$ cat config.mk
export PLATFORM = sky130hd
export DESIGN_NAME = base32_text_decoder_top
export DESIGN_NICKNAME = d
export VERILOG_FILES = /design/src/design/b32d_pkg.sv /design/src/design/base32_text_decoder_top.sv
export SDC_FILE = /design/constraint.sdc
export NUM_CORES = 1
export LEC_CHECK = 0
export BUFFER_PORTS_ARGS = -buffer_cell sky130_fd_sc_hd__buf_4
export CAP_MARGIN = 20
export CORE_MARGIN = 10
export CORE_UTILIZATION = 50
export DETAILED_ROUTE_END_ITERATION = 6
export PLACE_DENSITY = 0.68
export SETUP_SLACK_MARGIN = 0.2
export SYNTH_ARGS = -nofsm -noshare
export SYNTH_HDL_FRONTEND = slang
export SYNTH_SLANG_ARGS = --single-unit
$ cat constraint.sdc
create_clock -name i_clk -period 5.9 [get_ports i_clk]
set_clock_uncertainty 0.05 [all_clocks]
set_input_delay 0.295 -clock i_clk [delete_from_list [all_inputs] [get_ports i_clk]]
set_output_delay 0.295 -clock i_clk [all_outputs]
set_load 0.005 [all_outputs]
$ cat src/design/b32d_pkg.sv
// Package for the Base32 text decoder: item types, character codes and the
// character classifier. No dependencies; used by base32_text_decoder_top.
package b32d_pkg;

    typedef struct packed {
        logic [7:0] char_code;
        logic       last_char;
    } t_in_item;

    typedef struct packed {
        logic [7:0] data_byte;
        logic       byte_valid;
        logic       final_flag;
        logic [1:0] decode_status;
        logic [7:0] byte_total;
    } t_out_item;

    typedef enum logic [1:0] {
        ST_OK       = 2'd0,
        ST_BAD_CHAR = 2'd1,
        ST_OVERFLOW = 2'd2,
        ST_EMPTY    = 2'd3
    } t_status;

    typedef struct packed {
        logic       is_data;
        logic       is_pad;
        logic       is_bad;
        logic [4:0] value;
    } t_char_class;

    localparam logic [7:0] CH_UPPER_A = 8'h41;
    localparam logic [7:0] CH_UPPER_Z = 8'h5A;
    localparam logic [7:0] CH_LOWER_A = 8'h61;
    localparam logic [7:0] CH_LOWER_Z = 8'h7A;
    localparam logic [7:0] CH_DIGIT_2 = 8'h32;
    localparam logic [7:0] CH_DIGIT_7 = 8'h37;
    localparam logic [7:0] CH_PAD     = 8'h3D;
    // Digits '2'..'7' map to 26..31, so the value is the code minus 24.
    localparam logic [7:0] DIGIT_BIAS = CH_DIGIT_2 - 8'd26;

    localparam logic [7:0] LIMIT_RESET = 8'd64;
    localparam int         FIFO_DEPTH  = 4;

    // Maps one ASCII code to its 5-bit Base32 value and its kind.
    function automatic t_char_class classify(input logic [7:0] c);
        t_char_class k;
        logic [7:0]  diff;
        k    = '0;
        diff = '0;
        if (c >= CH_UPPER_A && c <= CH_UPPER_Z) begin
            diff      = c - CH_UPPER_A;
            k.is_data = 1'b1;
        end else if (c >= CH_LOWER_A && c <= CH_LOWER_Z) begin
            diff      = c - CH_LOWER_A;
            k.is_data = 1'b1;
        end else if (c >= CH_DIGIT_2 && c <= CH_DIGIT_7) begin
            diff      = c - DIGIT_BIAS;
            k.is_data = 1'b1;
        end else if (c == CH_PAD) begin
            k.is_pad = 1'b1;
        end else begin
            k.is_bad = 1'b1;
        end
        k.value = diff[4:0];
        return k;
    endfunction

endpackage

$ cat src/design/base32_text_decoder_top.sv
// Base32 text decoder, top level: decode step and a four-entry result queue.
// Depends on b32d_pkg for the item types, codes and the classifier.
// A result is written into the result queue when its character is accepted.
// Throughput: one character per cycle while input ready is high; a last character
// yields up to two results, which drain one per cycle from the result queue while i_out_ready is high.
// Input ready is held low while the queue holds more than two results.
// Reset (i_rst_n, synchronous, active low) empties the queue, clears the
// string state and sets the output limit to 64.
module base32_text_decoder_top
    import b32d_pkg::*;
(
    input  logic       i_clk,
    input  logic       i_rst_n,
    input  logic       i_cfg_wr_en,
    input  logic [7:0] i_cfg_wr_data,
    input  logic       i_in_valid,
    output logic       o_in_ready,
    input  t_in_item   i_in_item,
    output logic       o_out_valid,
    input  logic       i_out_ready,
    output t_out_item  o_out_item
);

    localparam int PTR_W = $clog2(FIFO_DEPTH);
    localparam int CNT_W = $clog2(FIFO_DEPTH + 1);

    // Output limit register.
    logic [7:0]  r_limit;

    // Per-string decode state.
    logic [11:0] r_bit_store, n_bit_store;
    logic [2:0]  r_bits_pending, n_bits_pending;
    logic [7:0]  r_bytes_out, n_bytes_out;
    logic        r_pad_seen, n_pad_seen;
    logic        r_bad_seen, n_bad_seen;
    logic        r_ovf_seen, n_ovf_seen;

    // Result queue: a small circular buffer of result items.
    t_out_item   r_fifo [FIFO_DEPTH];
    logic [PTR_W-1:0] r_wr_ptr, r_rd_ptr;
    logic [CNT_W-1:0] r_count, n_count;

    logic        in_fire, out_fire;
    t_char_class kind;
    logic [3:0]  bits_sum;
    logic [11:0] store_sh;
    logic [3:0]  bits_left;
    logic [7:0]  byte_val;
    logic        byte_emit;
    t_out_item   byte_item, status_item;
    t_status     status;
    logic [1:0]  push_cnt;
    logic [PTR_W-1:0] wr_ptr_plus1;

    // Leave room for the worst case of two results from one character.
    assign o_in_ready  = (r_count <= CNT_W'(FIFO_DEPTH - 2));
    assign o_out_valid = (r_count != '0);
    assign o_out_item  = r_fifo[r_rd_ptr];

    assign in_fire  = i_in_valid && o_in_ready;
    assign out_fire = o_out_valid && i_out_ready;
    assign wr_ptr_plus1 = r_wr_ptr + PTR_W'(1);

    // Decode step: shift the 5-bit value in, take a byte off the top when
    // eight or more bits are pending and the limit allows, and form the status on the last char.
    always_comb begin
        kind           = classify(i_in_item.char_code);
        bits_sum       = {1'b0, r_bits_pending} + 4'd5;
        store_sh       = {r_bit_store[6:0], kind.value};
        bits_left      = bits_sum;
        byte_val       = '0;
        byte_emit      = 1'b0;
        n_bit_store    = r_bit_store;
        n_bits_pending = r_bits_pending;
        n_bytes_out    = r_bytes_out;
        n_pad_seen     = r_pad_seen;
        n_bad_seen     = r_bad_seen;
        n_ovf_seen     = r_ovf_seen;

        if (kind.is_bad) begin
            n_bad_seen = 1'b1;
        end else if (kind.is_pad) begin
            n_pad_seen = 1'b1;
        end else if (!r_pad_seen && !r_bad_seen && !r_ovf_seen) begin
            if (bits_sum >= 4'd8) begin
                if (r_bytes_out >= r_limit) begin
                    // The byte would pass the limit: drop it, stop decoding.
                    n_ovf_seen = 1'b1;
                end else begin
                    bits_left   = bits_sum - 4'd8;
                    byte_val    = 8'(store_sh >> bits_left[2:0]);
                    store_sh    = store_sh & ((12'd1 << bits_left[2:0]) - 12'd1);
                    n_bytes_out = r_bytes_out + 8'd1;
                    byte_emit   = 1'b1;
                end
            end
            n_bit_store    = store_sh;
            n_bits_pending = bits_left[2:0];
        end

        if (n_bad_seen) begin
            status = ST_BAD_CHAR;
        end else if (n_ovf_seen) begin
            status = ST_OVERFLOW;
        end else if (n_bytes_out == 8'd0) begin
            status = ST_EMPTY;
        end else begin
            status = ST_OK;
        end

        byte_item               = '0;
        byte_item.data_byte     = byte_val;
        byte_item.byte_valid    = 1'b1;
        status_item             = '0;
        status_item.final_flag  = 1'b1;
        status_item.decode_status = status;
        status_item.byte_total  = n_bytes_out;

        push_cnt = 2'({1'b0, byte_emit} + {1'b0, i_in_item.last_char});
        if (!in_fire) begin
            push_cnt = 2'd0;
        end

        n_count = r_count + CNT_W'(push_cnt) - CNT_W'(out_fire);
    end

    always_ff @(posedge i_clk) begin
        if (!i_rst_n) begin
            r_limit        <= LIMIT_RESET;
            r_bit_store    <= '0;
            r_bits_pending <= '0;
            r_bytes_out    <= '0;
            r_pad_seen     <= 1'b0;
            r_bad_seen     <= 1'b0;
            r_ovf_seen     <= 1'b0;
            r_wr_ptr       <= '0;
            r_rd_ptr       <= '0;
            r_count        <= '0;
        end else begin
            if (i_cfg_wr_en) begin
                r_limit <= i_cfg_wr_data;
            end
            if (in_fire) begin
                if (i_in_item.last_char) begin
                    // The string ends here: all per-string state clears.
                    r_bit_store    <= '0;
                    r_bits_pending <= '0;
                    r_bytes_out    <= '0;
                    r_pad_seen     <= 1'b0;
                    r_bad_seen     <= 1'b0;
                    r_ovf_seen     <= 1'b0;
                end else begin
                    r_bit_store    <= n_bit_store;
                    r_bits_pending <= n_bits_pending;
                    r_bytes_out    <= n_bytes_out;
                    r_pad_seen     <= n_pad_seen;
                    r_bad_seen     <= n_bad_seen;
                    r_ovf_seen     <= n_ovf_seen;
                end
            end
            r_wr_ptr <= r_wr_ptr + PTR_W'(push_cnt);
            if (out_fire) begin
                r_rd_ptr <= r_rd_ptr + PTR_W'(1);
            end
            r_count <= n_count;
        end
    end

    // Queue payload: the byte result, if any, goes first, then the status.
    always_ff @(posedge i_clk) begin
        if (in_fire) begin
            if (byte_emit) begin
                r_fifo[r_wr_ptr] <= byte_item;
                if (i_in_item.last_char) begin
                    r_fifo[wr_ptr_plus1] <= status_item;
                end
            end else if (i_in_item.last_char) begin
                r_fifo[r_wr_ptr] <= status_item;
            end
        end
    end

`ifndef NO_ASSERTIONS
    a_count_bound: assert property (@(posedge i_clk) disable iff (!i_rst_n)
        r_count <= CNT_W'(FIFO_DEPTH))
        else $error("result queue count exceeds its depth");

    a_ptr_count: assert property (@(posedge i_clk) disable iff (!i_rst_n)
        (r_count == '0 || r_count == CNT_W'(FIFO_DEPTH)) |-> (r_wr_ptr == r_rd_ptr))
        else $error("queue pointers disagree with the count");

    a_clear_after_last: assert property (@(posedge i_clk) disable iff (!i_rst_n)
        (in_fire && i_in_item.last_char) |=>
            (r_bytes_out == 8'd0 && !r_pad_seen && !r_bad_seen && !r_ovf_seen))
        else $error("string state not cleared after the last character");

    a_no_bytes_after_stop: assert property (@(posedge i_clk) disable iff (!i_rst_n)
        (r_pad_seen || r_bad_seen || r_ovf_seen) |-> !byte_emit)
        else $error("byte decoded after decoding stopped");

    a_limit_kept: assert property (@(posedge i_clk) disable iff (!i_rst_n)
        byte_emit |-> (r_bytes_out < r_limit))
        else $error("byte emitted beyond the output limit");
`endif

endmodule
# Word level (Yosys, flattened, before mapping)
# Memories as Yosys holds them, arrays and structs flattened. A register that Yosys moved wholly into a read port is not among the register bits.
# Index checks and enable logic that the tools add are counted.
totals:
  inputBits: 22
  output_inout_bits: 22
  ff_bits: 36
  mem_bits_rw: 80
  mem_count: 1
op_classes:
  bitwise_logic: 2
  reduce_logical: 16
  n_eq_ne: 3
  addsub: 13
  shift: 2
  order_cmp: 9
  mux: 64
memory_table:
  columns: ["memory", "depth", "word_bits", "read_ports", "rd_ports_with_merged_regs", "write_ports", "line", "text"]
  rows:
  - ["r_fifo", 4, 20, 1, 1, 2, "base32_text_decoder_top.sv:39", "t_out_item r_fifo [FIFO_DEPTH];"]
op_table:
  columns: ["cell", "count"]
  rows:
  - ["$mux W8", 11]
  - ["$mux W7", 6]
  - ["$mux W1", 28]
  - ["$mux W20", 1]
  - ["$mux W2", 9]
  - ["$mux W3", 6]
  - ["$ge A8 B7 Y1 const B", 2]
  - ["$le A8 B7 Y1 const B", 2]
  - ["$mux W5", 3]
  - ["$shr A12 B3 Y8", 1]
  - ["$sub A5 B1 Y5 const B", 2]
  - ["$add A8 B1 Y8 const B", 1]
  - ["$eq A8 B6 Y1 const B", 1]
  - ["$ge A8 B6 Y1 const B", 1]
  - ["$ge A8 B8 Y1", 1]
  - ["$le A8 B6 Y1 const B", 1]
  - ["$logic_not A8 Y1", 1]
  - ["$and A7 B7 Y7", 1]
  - ["$logic_and A1 B1 Y1", 7]
  - ["$shl A1 B3 Y7 const A", 1]
  - ["$sub A7 B1 Y7 const B", 1]
  - ["$sub A5 B5 Y5 const B", 1]
  - ["$add A2 B1 Y2 const B", 2]
  - ["$add A3 B3 Y4 const B", 1]
  - ["other kinds (14)", 18]

# Logic depth before layout (Yosys ltp)
# Gate-level depths: netlist of run 1.
depth:
  ltp_word: 12
  mapped_depth: 18
  ltp_nobuf: 16

# Worst setup path after synthesis of run 1
# No wires, ideal clock.
synth_path:
  path_kind: "register -> register"
  from: "reg r_bytes_out[0]"
  to: "reg r_count[2]"
  stages_incl_launch_ff: 17
  arrival_time_ps: 3644
  slack_ps: 2091
  setup_time_ps: 115
  cell_sequence: "dfxtp_1 -> clkbuf_1 -> inv_1 -> ha_1 -> nand2b_1 -> a31oi_1 -> o21ai_2 -> nor3_2 -> buf_2 -> ha_1 -> clkbuf_1 -> nand2_1 -> ha_1 -> fa_1 -> xor2_1 -> xnor2_1 -> and2_1"
synth_between:
  elab_chain_len: 10
synth_lines:
  columns: ["item", "line", "text"]
  rows:
  - ["start, declared", "base32_text_decoder_top.sv:33", "logic [7:0] r_bytes_out, n_bytes_out;"]
  - ["start signal, assigned", "base32_text_decoder_top.sv:155", "r_bytes_out <= n_bytes_out;"]
  - ["$ge A8 B8 Y1", "base32_text_decoder_top.sv:86", "if (r_bytes_out >= r_limit) begin"]
  - ["$mux W1", "base32_text_decoder_top.sv:86", null]
  - ["$mux W1", "base32_text_decoder_top.sv:85", "if (bits_sum >= 4'd8) begin"]
  - ["$mux W1", "base32_text_decoder_top.sv:84", "end else if (!r_pad_seen && !r_bad_seen && !r_ovf_seen) begin"]
  - ["$mux W1", "base32_text_decoder_top.sv:82", "end else if (kind.is_pad) begin"]
  - ["$mux W1", "base32_text_decoder_top.sv:80", "if (kind.is_bad) begin"]
  - ["$add A1 B1 Y2", "base32_text_decoder_top.sv:119", "push_cnt = 2'({1'b0, byte_emit} + {1'b0, i_in_item.last_char});"]
  - ["$mux W2", "base32_text_decoder_top.sv:120", "if (!in_fire) begin"]
  - ["$add A3 B2 Y3", "base32_text_decoder_top.sv:124", "n_count = r_count + CNT_W'(push_cnt) - CNT_W'(out_fire);"]
  - ["$sub A3 B1 Y3", "base32_text_decoder_top.sv:124", null]
  - ["end signal, assigned", "base32_text_decoder_top.sv:165", "r_count <= n_count;"]
  - ["end, declared", "base32_text_decoder_top.sv:41", "logic [CNT_W-1:0] r_count, n_count;"]
# No other way between the ends.
# A chain may end at the register's enable or synchronous reset.

# Final worst setup path of run 1
layout_path:
  from: "reg r_bits_pending[0]"
  to: "reg r_count[2]"
layout_between:
  elab_chain_len: 10
layout_lines:
  columns: ["item", "line", "text"]
  rows:
  - ["start, declared", "base32_text_decoder_top.sv:32", "logic [2:0] r_bits_pending, n_bits_pending;"]
  - ["start signal, assigned", "base32_text_decoder_top.sv:154", "r_bits_pending <= n_bits_pending;"]
  - ["$add A3 B3 Y4", "base32_text_decoder_top.sv:68", "bits_sum = {1'b0, r_bits_pending} + 4'd5;"]
  - ["$ge A4 B4 Y1", "base32_text_decoder_top.sv:85", null]
  - ["$mux W1", "base32_text_decoder_top.sv:85", null]
  - ["$mux W1", "base32_text_decoder_top.sv:84", null]
  - ["$mux W1", "base32_text_decoder_top.sv:82", null]
  - ["$mux W1", "base32_text_decoder_top.sv:80", null]
  - ["$add A1 B1 Y2", "base32_text_decoder_top.sv:119", null]
  - ["$mux W2", "base32_text_decoder_top.sv:120", null]
  - ["$add A3 B2 Y3", "base32_text_decoder_top.sv:124", null]
  - ["$sub A3 B1 Y3", "base32_text_decoder_top.sv:124", null]
# No other way between the ends.

==> results of run 1 <==
==> cell usage in the layout (no fill, tap or decap), types with 5 or more instances in the layout <==
cell type,count
inv_1,21
o21a_1,5
o21ai_0,36
xnor2_1,8
o31ai_1,8
a21o_1,12
mux2i_1,14
nor2b_1,22
dfxtp_1,78
nor2_1,68
clkbuf_16,17
nand2_1,47
and3_1,9
o211ai_1,8
a21oi_1,13
xor2_1,9
nor3_1,9
ha_1,26
mux2_2,5
nor3b_1,6
and2_1,12
edfxtp_1,40
a31oi_1,6
buf_4,51
mux4_2,20
nand3_1,43
a21boi_0,7
or3_1,5
==> worst max-delay path: cells and delay by family (launching register included) <==
kind	cells	cell delay, ns
AOI/OAI and AO/OA	3	0.87
xor gates and xnor gates	2	0.28
adders and majority gates	3	1.12
buffers and inverters	1	0.24
DFF	1	0.73
and+or+nand+nor	3	0.49
==> where the power goes <==
part / leakage (nW) / internal (mW) / switching, mW
registers: 1.01 / 0.895 / 0.0352
logic: 1.53 / 0.223 / 0.235
clock network: 0.278 / 0.641 / 0.371
total: 2.82 / 1.76 / 0.642
==> path summary, 6_finish.rpt <==
path	startpoint	endpoint	cells past startpoint
setup / recovery	r_bits_pending[0]$_SDFFE_PN0P_	r_count[2]$_SDFF_PN0_	12
hold / removal	i_cfg_wr_data[6]	r_limit[6]$_SDFFE_PN1P_	3
setup reg to reg	r_bits_pending[0]$_SDFFE_PN0P_	r_count[2]$_SDFF_PN0_	12
hold reg to reg	r_fifo[3][10]$_SDFFE_PP1N_	r_fifo[3][10]$_SDFFE_PP1N_	2
==> Yosys cell counts, drive strengths merged, types with 3 or more instances <==
library cell / instances / area, um^2
a211o: 3 / 26.28
a211oi: 3 / 22.52
a21boi: 7 / 52.55
a21o: 12 / 90.09
a21oi: 13 / 65.06
a2bb2oi: 3 / 26.28
a311oi: 3 / 43.80
a31oi: 6 / 37.54
a32o: 4 / 40.04
a32oi: 3 / 26.28
and2: 13 / 81.33
and3: 9 / 56.30
and4: 3 / 26.28
buf: 9 / 48.80
clkbuf: 24 / 90.09
dfxtp: 78 / 1562
edfxtp: 40 / 1201
ha: 26 / 325.3
inv: 21 / 78.83
mux2: 5 / 56.30
mux2i: 14 / 140.1
mux4: 20 / 450.4
nand2: 47 / 176.4
nand2b: 3 / 18.77
nand3: 43 / 215.2
nand4: 4 / 25.02
nor2: 70 / 267.8
nor2b: 22 / 137.6
nor3: 10 / 55.05
nor3b: 7 / 57.55
nor4: 4 / 25.02
o211ai: 9 / 72.57
o21a: 6 / 46.30
o21ai: 38 / 197.7
o311ai: 3 / 43.80
o31a: 4 / 35.03
o31ai: 8 / 60.06
o41ai: 3 / 26.28
or3: 5 / 31.28
xnor2: 8 / 70.07
xor2: 9 / 78.83
==> metal layers <==
metal	routed length (um)	vias to the layer above	track usage (%)
li1	-	2453	-
met1	6836	2418	22.73
met2	7512	155	29.94
met3	839	27	3.759
met4	254	0	7.437
met5	0	-	0
==> state kept, by name, summed over array words and instances (netlist names), named ones only <==
register and count:
r_fifo 80, r_bytes_out 8, r_limit 8, r_bit_store 7, r_bits_pending 3, r_count 3
r_rd_ptr 2, r_wr_ptr 2, r_bad_seen 1, r_ovf_seen 1, r_pad_seen 1
==> logic make-up (layout without fill, tap and decap cells) <==
family	Yosys count	in the layout
compound gates	140	140
simple gates	247	247
buf+inv	55	105
mux	39	39
fa+ha+maj	27	27
flops	118	118
xor+xnor	17	17
==> metrics by stage <==
step / instances / utilization [%] / setup slack [ns] / area, um^2 / power [mW]
after floorplan: 643 / - / 2.091 / 6396 / 1.243
after global placement: 832 / 54.48 / 2.027 / 6848 / 1.395
after detailed placement: 832 / 54.48 / 1.934 / 6848 / 1.412
after CTS: 864 / 59.13 / 2.031 / 7432 / 2.424
after global routing: 865 / 59.19 / 1.656 / 7440 / 2.518
final: 865 / 59.19 / 2.001 / 7440 / 2.400
==> layout make-up <==
class | instances | area (um^2)
sequential | 118 | 2763
clock buffer | 20 | 456.7
tap | 172 | 215.2
multi-input combinational | 470 | 3412
clock inverter | 12 | 127.6
fill | 1096 | 5129
inverter | 22 | 82.58
timing repair buffer | 51 | 382.9
==> out/summary.txt, run 1 <==
Pin count of the biggest net entering global routing - 37
Final min period - 3.899 ns
Final period utilization - 66.08%
Worst Tran Pin Value - 0.8921 ns
Final Setup Violations - 0
Clk pin slew, worst setup/hold paths - 0.05 ns
CTS tree - done
Num CTS Buffers - 17
Cts hold-fix bufs - 0
CTS root buffer - clkbuf_16
Resized cells post-CTS - 0
Async S/R FF share, synth - 0%
Die area - 17720 um^2
Fin. max-slew vios - 0
DR WL/cell - 17.85 um
Min Hold Slack - 0.04175 ns
Max Freq - 0.2565 GHz
H-tree Lvls - 4
Crit. End Element - flop
Critical Path, Cell by Cell - a21oi_1, a311oi_1, o21ai_2, nor3_2, buf_4, ha_1, nand2_1, ha_1, fa_1, xor2_1, xnor2_1, and2_1
Vias in the first global route - 5255
Ant diodes - 0
# nets final - 729
Standby leakage power - 2.815 nW
DRC - 0
Layout cells sized above 1 - 17.89%
Vias per cell - 5.842
Die H - 133.1 um
Routed WL - 15440 um
Post-CTS Setup Bufs - 0
Outcome - finished, final reports clean
CP required - 6.16 ns
Clock sink total - 118
Placeable Area - 12570 um^2
Power density cells - 322.6 nW/um^2
CP startpoint kind - flop
RSZ-0062 raised after global routing - false
Reg-to-reg setup timing slack - 2.00 ns
Yosys synthesis warning count - 0
Crit path DAT - 4.16 ns
Slew margin rel. - 40.07%
Gate Count Post-Synth - 643
Area of the mapped netlist - 6396 um^2
Port bufs - 43
Simple-gate area share of the yosys netlist - 19.50%
Worst vdd ir - 0.0002335 V
CP Max Fanout - 19
Synthesized flop and latch total - 118
Compound-cell area share of the yosys netlist - 16.00%
Antenna violations before repair - 0
Setup TNS - 0 ns
IO Count - 44
Synth Area per Inst - 9.947 um^2
Max clock buf depth - 2
Combinational family with the most area after synthesis - simple AND/OR/NAND/NOR gates
Pre-antenna DRT Iters - 5
Initial Util - 50.89%
Post-synthesis mux area share - 10.11%
Max Cap Viol - 0
RD Place Congestion - 0.8975
DRT iter0 DRCs - 568
Clk_lat worst skew - 0.42 ns
Overall global routing resource usage - 18.16%
Antenna-violating nets left - 0
Die W - 133.1 um
Syn-to-layout area delta - 16.31%
Via Count - 5053
Seq/Total Area, Yosys - 43.19%
Hpwl dp - 10720 um
Grt total ovfl - 0
Type of the worst setup path - flop to flop
Synth Net Count - 692
Post-synthesis xor/xnor area fraction - 2.328%
Top_reg_cell synth - dfxtp_1
Distinct cells, synth - 68
EDFF count, synth - 40
First-pass GRT wire length - 26360 um
Worst path slowest cell - dfxtp_1
Adder-Cell Fraction of Synth Area - 5.399%
Row cnt - 41
Delay of the slowest critical-path stage - 0.73 ns
Final hold vios - 0
Most frequent CP cell - ha_1
Worst hold-check path type - input pin to flop
Power figures use the tool's default switching activity.
==> inputs of run 2 (changes only) <==
--- a/config.mk
+++ b/config.mk
@@ -10,7 +10,7 @@
 export CORE_MARGIN = 10
 export CORE_UTILIZATION = 50
 export DETAILED_ROUTE_END_ITERATION = 6
-export PLACE_DENSITY = 0.68
+export PLACE_DENSITY = 0.71
 export SETUP_SLACK_MARGIN = 0.2
 export SYNTH_ARGS = -nofsm -noshare
 export SYNTH_HDL_FRONTEND = slang
==> constraint.sdc (replaced) <==
create_clock -name i_clk -period 3.2 [get_ports i_clk]
set_clock_uncertainty 0.05 [all_clocks]
set_input_delay 0.16 -clock i_clk [delete_from_list [all_inputs] [get_ports i_clk]]
set_output_delay 0.16 -clock i_clk [all_outputs]
set_load 0.005 [all_outputs]
==> out/summary.txt, run 2 (same netlist as run 1, synthesis figures left out) <==
Hpwl dp - 11380 um (was 10720 um)
Final min period - 3.121 ns (was 3.899 ns)
Most frequent cells in the layout - 95 x buf_4, 71 x dfxtp_1, 67 x nor2_1, 42 x nand3_1, 40 x edfxtp_1 (was 78 x dfxtp_1, 68 x nor2_1, 51 x buf_4, 47 x nand2_1, 43 x nand3_1)
Standby leakage power - 3.270 nW (was 2.815 nW)
Commonest non-fill, non-tap cell in the layout - buf_4 (was dfxtp_1)
Clk pin slew, worst setup/hold paths - 0.05 ns (about the same)
Power density cells - 568.8 nW/um^2 (was 322.6 nW/um^2)
Worst Tran Pin Value - 0.9336 ns (was 0.8921 ns)
Max clock buf depth - 2 (unchanged)
Routed WL - 17110 um (was 15440 um)
R2R depth - 15 (was 12)
Final std cells w/o fill - 929 (was 865)
CTS tree - done (unchanged)
Biggest regs - r_fifo x80, r_bytes_out x8, r_limit x8 (unchanged)
Die H - 133.1 um (unchanged)
Grt total ovfl - 0 (unchanged)
Finished Cell Area - 8466 um^2 (was 7440 um^2)
H-tree Lvls - 4 (unchanged)
Crit path DAT - 3.39 ns (was 4.16 ns)
Clock sink total - 118 (unchanged)
Ant diodes - 0 (unchanged)
Antenna violations before repair - 0 (unchanged)
Placeable Area - 12570 um^2 (unchanged)
Pin count of the biggest net entering global routing - 37 (unchanged)
Via Count - 5472 (was 5053)
CTS root buffer - clkbuf_16 (unchanged)
Area taken by multi-input logic gates - 3772 um^2 (was 3412 um^2)
Worst reg2reg endpoint - r_count[2]$_SDFF_PN0_ (unchanged)
Overall global routing resource usage - 18.65% (was 18.16%)
Initial Util - 50.89% (unchanged)
Area occupied by registers - 2776 um^2 (was 2763 um^2)
Syn-to-layout area delta - 32.36% (was 16.31%)
Max FFs per register - 80 (unchanged)
DR WL/cell - 18.42 um (was 17.85 um)
Fill count - 953 (was 1096)
Antenna-violating nets left - 0 (unchanged)
DP Area - 7323 um^2 (was 6848 um^2)
CP required - 3.47 ns (was 6.16 ns)
Hold-critical path depth - 3 (unchanged)
Num CTS Buffers - 17 (unchanged)
Outcome - finished, final reports clean (unchanged)
# nets final - 793 (was 729)
Hold EP - r_limit[6]$_SDFFE_PN1P_ (unchanged)
Die area - 17720 um^2 (unchanged)
DRC - 0 (unchanged)
Layout cells sized above 1 - 30.78% (was 17.89%)
Final period utilization - 97.52% (was 66.08%)
First-pass GRT wire length - 27020 um (was 26360 um)
Final core utilization - 67.36% (was 59.19%)
Largest Register - r_fifo (unchanged)
Placed insts - 868 (was 832)
Port bufs - 43 (unchanged)
Vias per cell - 5.890 (was 5.842)
CP Max Fanout - 4 (was 19)
Setup crit start - r_bytes_out[7]$_SDFFE_PN0P_ (was r_bits_pending[0]$_SDFFE_PN0P_)
Worst hold-check path type - input pin to flop (unchanged)
Worst vdd ir - 0.0003193 V (was 0.0002335 V)
Min Hold Slack - 0.04428 ns (was 0.04175 ns)
Crit. End Element - flop (unchanged)
Final Setup Violations - 0 (unchanged)
DRT iter0 DRCs - 445 (was 568)
Row cnt - 41 (unchanged)
HP Start - i_cfg_wr_en (was i_cfg_wr_data[6])
Max Freq - 0.3205 GHz (was 0.2565 GHz)
RD Place Congestion - 0.8686 (was 0.8975)
Max Cap Viol - 0 (unchanged)
Reg-to-reg setup timing slack - 0.08 ns (was 2.00 ns)
CP startpoint kind - flop (unchanged)
Vias in the first global route - 5405 (was 5255)
Clk_lat worst skew - 0.42 ns (about the same)
Pre-antenna DRT Iters - 5 (unchanged)
Setup TNS - 0 ns (unchanged)
IO Count - 44 (unchanged)
Final hold vios - 0 (unchanged)
RR Startpoint - r_bytes_out[7]$_SDFFE_PN0P_ (was r_bits_pending[0]$_SDFFE_PN0P_)
Slew margin rel. - 37.31% (was 40.07%)
RSZ-0062 raised after global routing - true (was false)
Type of the worst setup path - flop to flop (unchanged)
Die W - 133.1 um (unchanged)
Fin. max-slew vios - 0 (unchanged)
run 2: timing repair:
item,4_1_cts,5_1_grt
cloned,0,1
endpoints found under the setup margin,17,85
endpoints found under the hold margin,8,0
pin swaps,1,16
hold buffers,8,0
resized for setup,4,64
buffers inserted,1,19
run 2: where the power goes:
part           switching, mW  total [mW]  internal [mW]
clock                  0.675        2.08           1.41
sequential             0.100        1.75           1.65
combinational          0.460       0.986          0.526
total                   1.23        4.82           3.58
run 2: stage by stage:
| step | setup WS [ns] | total power, mW |
|---|---|---|
| after detailed placement | 0.06761 | 2.698 |
| after global placement | 0.1026 | 2.676 |
| final | 0.07940 | 4.816 |
| after floorplan | -0.01775 | 2.349 |
| after global routing | -0.02201 | 5.007 |
| after CTS | 0.06388 | 4.777 |
run 2: cell type report:
| class | count | share of cell area, % |
|---|---|---|
| Multi-Input combinational cell | 470 | 44.56 |
| Sequential cell | 118 | 32.80 |
| Timing Repair Buffer | 115 | 11.48 |
| Clock buffer | 25 | 5.971 |
| Tap cell | 172 | 2.542 |
| Clock inverter | 7 | 1.670 |
| Inverter | 22 | 0.9755 |
run 2: worst max-delay path by stage:
stage / endpoint / slack, ns
floorplan: r_count[2]$_SDFF_PN0_ / -0.02
global placement: r_count[2]$_SDFF_PN0_ / 0.10
detailed placement: r_count[2]$_SDFF_PN0_ / 0.07
CTS: r_count[2]$_SDFF_PN0_ / 0.06
global route: r_count[2]$_SDFF_PN0_ / -0.02
finish: r_count[2]$_SDFF_PN0_ / 0.08
run 2: worst max-delay path, cell delays in order, from the launching register on:
cell,delay (ns)
dfxtp_4,0.36
ha_4,0.25
a21o_1,0.22
a311oi_4,0.28
o21ai_4,0.12
nor3_4,0.30
ha_4,0.25
nand2_4,0.06
ha_4,0.19
inv_2,0.06
ha_4,0.11
inv_2,0.03
fa_2,0.32
xor2_1,0.15
xnor2_1,0.11
and2_1,0.15
run 2: layer usage:
metal	global-route usage, %	vias up	wire length [um]
met2	30.94	160	8613
met1	22.37	2700	7249
met5	0	-	0
met3	5.414	32	941
li1	-	2580	-
met4	7.255	0	310
